$ cat src/rtl/tpc_pkg.sv
package tpc_pkg;

   // Width of the result mask; lanes at index MASK_BITS and above are dropped.
   localparam int MASK_BITS = 8;

   // Configuration register indexes.
   localparam int CSR_INDEX_BITS = 1;
   localparam logic [CSR_INDEX_BITS-1:0] CSR_CLIP_MAX_X = 1'd0;
   localparam logic [CSR_INDEX_BITS-1:0] CSR_CLIP_MAX_Y = 1'd1;

   // Reset value of both clip limits.
   localparam int CLIP_RESET = 1000;

   // Load strobes for the two per-lane stages.
   typedef struct packed {
      logic load4;
      logic load5;
   } stage_ctl_type;

endpackage

$ cat src/rtl/tpc_lane.sv
module tpc_lane #(
   parameter int COORD_BITS = 12,
   parameter int LANE       = 0
) (
   input  logic                                clock,
   input  tpc_pkg::stage_ctl_type              ctl,
   input  logic signed [2*COORD_BITS+4:0]      ux0,
   input  logic signed [2*COORD_BITS+4:0]      uy0,
   input  logic signed [COORD_BITS:0]          acy,
   input  logic signed [COORD_BITS:0]          aby,
   input  logic        [COORD_BITS-1:0]        px0,
   input  logic        [COORD_BITS-1:0]        clip_max_x,
   input  logic signed [2*COORD_BITS+4:0]      uz,
   input  logic                                gate,
   output logic                                covered
);

   localparam int EW = 2 * COORD_BITS + 5;
   localparam logic signed [EW-1:0] STEP = EW'(LANE);

   logic signed [EW-1:0] acy_e;
   logic signed [EW-1:0] aby_e;
   logic signed [EW-1:0] ux_in;
   logic signed [EW-1:0] uy_in;
   logic        [COORD_BITS:0] px;
   logic                 xok_in;

   logic signed [EW-1:0] ux_ff;
   logic signed [EW-1:0] uy_ff;
   logic                 xok_ff;

   logic signed [EW:0]   ux_w;
   logic signed [EW:0]   uy_w;
   logic signed [EW:0]   uz_w;
   logic signed [EW:0]   sum;
   logic                 weights_ok;
   logic                 covered_ff;

   // Edge values step linearly along the row, so each lane adds its offset.
   assign acy_e  = {{(EW-COORD_BITS-1){acy[COORD_BITS]}}, acy};
   assign aby_e  = {{(EW-COORD_BITS-1){aby[COORD_BITS]}}, aby};
   assign ux_in  = ux0 + acy_e * STEP;
   assign uy_in  = uy0 - aby_e * STEP;
   assign px     = {1'b0, px0} + (COORD_BITS+1)'(LANE);
   assign xok_in = px <= {1'b0, clip_max_x};

   always_ff @(posedge clock) begin
      if (ctl.load4) begin
         ux_ff  <= ux_in;
         uy_ff  <= uy_in;
         xok_ff <= xok_in;
      end
   end

   assign ux_w = {ux_ff[EW-1], ux_ff};
   assign uy_w = {uy_ff[EW-1], uy_ff};
   assign uz_w = {uz[EW-1], uz};
   assign sum  = ux_w + uy_w;

   always_comb begin
      if (!uz[EW-1]) begin
         weights_ok = !ux_ff[EW-1] && !uy_ff[EW-1] && (sum <= uz_w);
      end else begin
         weights_ok = (ux_ff <= 0) && (uy_ff <= 0) && (sum >= uz_w);
      end
   end

   always_ff @(posedge clock) begin
      if (ctl.load5) begin
         covered_ff <= gate && xok_ff && weights_ok;
      end
   end

   assign covered = covered_ff;

endmodule

$ cat config.mk
export PLATFORM = sky130hd
export DESIGN_NAME = tpc_lane
export DESIGN_NICKNAME = d
export VERILOG_FILES = /design/src/rtl/tpc_pkg.sv /design/src/rtl/tpc_lane.sv
export SDC_FILE = /design/constraint.sdc
export NUM_CORES = 1
export LEC_CHECK = 0
export BUFFER_PORTS_ARGS = -buffer_cell sky130_fd_sc_hd__clkbuf_2
export CAP_MARGIN = 20
export CORE_MARGIN = 1
export CORE_UTILIZATION = 48
export CTS_CLUSTER_SIZE = 40
export DETAILED_ROUTE_END_ITERATION = 8
export PLACE_DENSITY = 0.84
export SYNTH_ARGS = -nofsm -noshare
export SYNTH_HDL_FRONTEND = slang
export SYNTH_SLANG_ARGS = --single-unit
$ cat constraint.sdc
create_clock -name clock -period 3.6 [get_ports clock]
set_clock_uncertainty 0.05 [all_clocks]
set_input_delay 0.36 -clock clock [delete_from_list [all_inputs] [get_ports clock]]
set_output_delay 0.36 -clock clock [all_outputs]
set_load 0.01 [all_outputs]
# == Yosys cells after proc, flatten, opt, wreduce, memory -nomap -nowiden ==
# Index checks and enable logic that the tools add are counted.
# word_totals
rom_bits,0
input_bits,141
latch_bits,0
mem_bits_rw,0
output_inout_bits,1
reg_bits,60
n_memories,0
# classes
n_eq_ne,0
div,0
reduce_logical,8
n_shift,0
n_addsub,1
muxes,1
bitwise,0
multipliers,0
order_cmp,5
# ops
op,count
$le 29x1->1 const B,2
$add 29x29->30,1
$ge 30x29->1,1
$le 30x29->1,1
$le 12x12->1,1
$logic_and 1x1->1,6
$logic_not 1->1,2
$mux 1,1

# == Depth between registers and ports, before layout ==
# depth
word_depth,5
depth_mapped,18
depth_no_buf,18

# == Worst setup path before layout ==
# Ideal clock, no wire load.
# synth_timing
path_kind,register to register
from,register ux_ff[10]
to,"register covered_ff, in the netlist covered (data pin)"
slack_ps,-86
required_ps,3294
n_path_buf,0
arrival_time_ps,3380
synth_period_minus_slack_ps,3686
path_stages_with_launch,17
cell_sequence,edfxtp_1 ha_1 a21oi_2 o221ai_1 a311oi_2 nand3_2 a221oi_4 o21ai_1 xor2_1 ha_1 nand4_1 nor3_1 a22oi_1 o211ai_1 nor2b_1 nor4_1 o22a_1
# synth_via
elab_chain_cells,5
elab_cells_between_ends,9
classes_between,add/sub (1); order compare (3); mux (1); reduce/logical (4)
# synth_lines
item,line_no,rtl
from (decl),tpc_lane.sv:28,logic signed [EW-1:0] ux_ff;
from (signal assigned),tpc_lane.sv:49,ux_ff <= ux_in;
$add 29x29->30 or $le 29x1->1 (tied branches),"tpc_lane.sv:58, tpc_lane.sv:64",
"$le 30x29->1, or another cell as far along",tpc_lane.sv:62,weights_ok = !ux_ff[EW-1] && !uy_ff[EW-1] && (sum <= uz_w);
"$logic_and 1x1->1, on equally long branches","tpc_lane.sv:62, tpc_lane.sv:64",
$mux 1 (*),tpc_lane.sv:61,if (!uz[EW-1]) begin
$logic_and 1x1->1 (*),tpc_lane.sv:70,covered_ff <= gate && xok_ff && weights_ok;
to (signal assigned),tpc_lane.sv:70,
to (decl),tpc_lane.sv:37,logic covered_ff;
# Every way passes the cells marked *; elsewhere a longest branch is shown, timed or not.
# A chain may end at the register's enable or synchronous reset.

# == Final worst setup path ==
# layout_timing
from,register ux_ff[0]
to,"register covered_ff, in the netlist covered (data pin)"
# The elaborated chain is that of the path after synthesis.

==> results.toml <==
[outcome]
outcome = "finished with violations"
violations = "negative setup slack"

[yosys]
synth_common_cells = "ha_1, edfxtp_1, inv_1"
yosys.area.top_type_share_pct = 38.73
netlist.top_cell.by_area = "edfxtp_1"
yosysWarnings = 0
synth-main-ff-cell = "edfxtp_1"
yosysUniqueCellTypes = 58
synth_fp_nets = 678
synth_edf_count = 60
synth_area_leaders = "edfxtp_1, ha_1, inv_1, a21oi_1, xnor2_1"
seq_area_frac_synth_pct = 38.73
synthCells = 464
synthArstFlopShare_pct = 0
yosysMostFrequentCell = "ha_1"
ys_ff_latch = 60
netlist_area_um2 = 4652
syn_avg_cell_area_um2 = 10.03

[detailed_routing]
first_iter_violations = 223
via_per_inst = 5.484
final_antenna_net_count = 0
wl_per_cell_um = 15.26
route.met2.wl_um = 5737
routed_wirelength_um = 11830
drt-met1-wl_um = 5030
drc_errors = 0
routed-wl-met3_um = 851
top_layer_used = "met4"
dr_total_vias = 4250
first_pass_iters = 5

[power_and_ir_drop]
power_leakage_nw = 2.877
p_sw_share_pct = 33.03
p_seq_share_pct = 34.4
power_density_nw_per_um2 = 417.1
p_comb_share_pct = 38.8
power_mw = 2.545
internal_power_mw = 1.705
power_switching_mw = 0.8408
ir_worst_vdd_uv = 283.1
clkPwrFrac_pct = 26.8

[critical_path]
slowest_delay_ns = 0.41
setup.worst_path.start_class = "flip-flop"
cp_cell_sequence = "ha_2 > inv_2 > fa_2 > nor2b_2 > o2111ai_2 > a31oi_4 > buf_4 > a31o_2 > a21oi_1 > o21ai_0 > xor2_1 > ha_1 > nand4_1 > nor3_1 > nand2_2 > a211oi_1 > nor4_2 > o22a_1"
cp.arrival_ns = 4.03
crit_slowest_cell = "edfxtp_1"
crit_type = "reg -> reg"
cp-end-kind = "flip-flop"
path_max_fanout = 4
cp.required_ns = 3.65

[layout]
layout-drive-gt1-share_pct = 34.21
fin_nets = 855
num_antenna_cells = 0
syn_to_final_growth_pct = 31.17

[placement]
io_buffers = 115
hpwl_um = 9821
pre_cts_ws_ns = -0.5109
place_congestion = 0.9225

[floorplan]
die_h_um = 100.4
dieArea_um2 = 10090
io_pins = 142
core_um2 = 9328
die_x_um = 100.4
start_util_pct = 49.87
rows = 35

[timing]
period_needed_ns = 3.974
tightest_slew_ns = 0.9630
slew_viol_final = 0
setup_viol = 1
relSlewSlack_pct = 35.80
fmax_mhz = 251.7
fin_crit_sh_pct = 110.4
rsz0062_at_grt = "true"
hold_violations = 0
fin_ws_ns = -0.3737

[global_route]
grt.overflow.total = 0
grt_pass1_wl_um = 18980
grt_pass1_vias = 4192
antenna_found_initial = 0
grt_util_all_layers_pct = 24.38
grt_max_degree = 40

[clock_tree]
clkTransAtPathRegs_ns = 0.08
root_buffer = "clkbuf_8"
clockBufferDepth = 2
ctsHoldBuffers = 0
cts.sinks = 60
numCtsBuffers = 9
cts_tree = "yes"
htreeDepth = 3
clkLatencyLatePin_ns = 0.34

[hold_path]
hold_path.class = "in -> reg"

[job]
maxCapViolCount = 0
==> path summary, 6_finish.rpt <==
kind,start,endpoint,slack [ns],cells after the start
hold reg to reg,xok_ff$_DFFE_PP_,covered$_DFFE_PP_,0.82,3
setup / recovery,ux_ff[0]$_DFFE_PP_,covered$_DFFE_PP_,-0.37,18
setup reg to reg,ux_ff[0]$_DFFE_PP_,covered$_DFFE_PP_,-0.37,18
hold / removal,ux0[25],ux_ff[25]$_DFFE_PP_,0.14,1
==> cells in the final DEF (no fill, tap or decap), types with 9 or more instances in the layout <==
master      n
buf_4      57
edfxtp_1   60
nor4_1     15
o21ai_0    17
clkbuf_2  115
nor2_1     21
nand4_1    12
nand2_1    30
inv_1      51
xnor2_1    15
nand3_1    10
ha_1       69
clkbuf_8    9
a21o_1     13
a21oi_1    35
==> critical path: cells and delay by family (launching register included) <==
kind	cells	cell delay, ns
compound gates	7	1.36
fa+ha+maj	3	0.89
simple gates	5	0.75
flops	1	0.41
buf+inv	2	0.19
xor+xnor	1	0.10
==> per-stage QoR <==
stage	instances	hold WS, ns	utilization (%)	instance area (um^2)	TNS (ns)
2_1_floorplan	464	0.4089	-	4669	-0.04272
3_3_place_gp	757	0.4877	62.12	5794	-0.2507
3_5_place_dp	757	0.4886	62.12	5794	-0.5109
4_1_cts	775	0.1224	65.38	6098	-0.3306
5_1_grt	775	0.1176	65.42	6102	-0.6549
6_report	775	0.1371	65.42	6102	-0.3737
==> layout make-up <==
class                   instances  area, um^2
repair buffers                172        1003
multi-input cells             346        2716
clock buffers                   9       123.9
flip-flops and latches         60        1802
fillers                       729        3226
clock inverters                 7       100.1
well taps                     129       161.4
inverters                      52       195.2
==> per-layer routing <==
| layer | up-vias | GRT usage [%] |
|---|---|---|
| li1 | 2091 | - |
| met1 | 1958 | 29.26 |
| met2 | 182 | 43.05 |
| met3 | 19 | 5.780 |
| met4 | 0 | 7.804 |
| met5 | - | 0 |
==> registers in the layout, indices dropped and copies added, names as in the netlist <==
register,cells
ux_ff,29
xok_ff,1
uy_ff,29
covered,1
==> repair_timing <==
action	CTS	global route
setup endpoints to repair	1	1
cloned	0	0
gates resized for setup	15	1
buffers inserted	2	0
pin swaps	11	0
==> logic make-up after synthesis <==
group	after synthesis	share of synthesized area, %
compound gates	108	15.79
fa+ha+maj	73	19.80
mux	1	0.2152
simple gates	141	16.41
xor+xnor	23	4.330
flops	60	38.73
buf+inv	58	4.734
==> power groups by stage <==
stage | Combinational (mW) | Sequential [mW] | Clock (mW)
6_report | 0.987 | 0.875 | 0.683
3_3_place_gp | 0.902 | 0.884 | 0
4_1_cts | 0.979 | 0.874 | 0.693
3_5_place_dp | 0.950 | 0.888 | 0
5_1_grt | 1.10 | 0.879 | 0.717
2_1_floorplan | 0.607 | 0.871 | 0
Note: power is estimated with default switching activity, not from simulation.
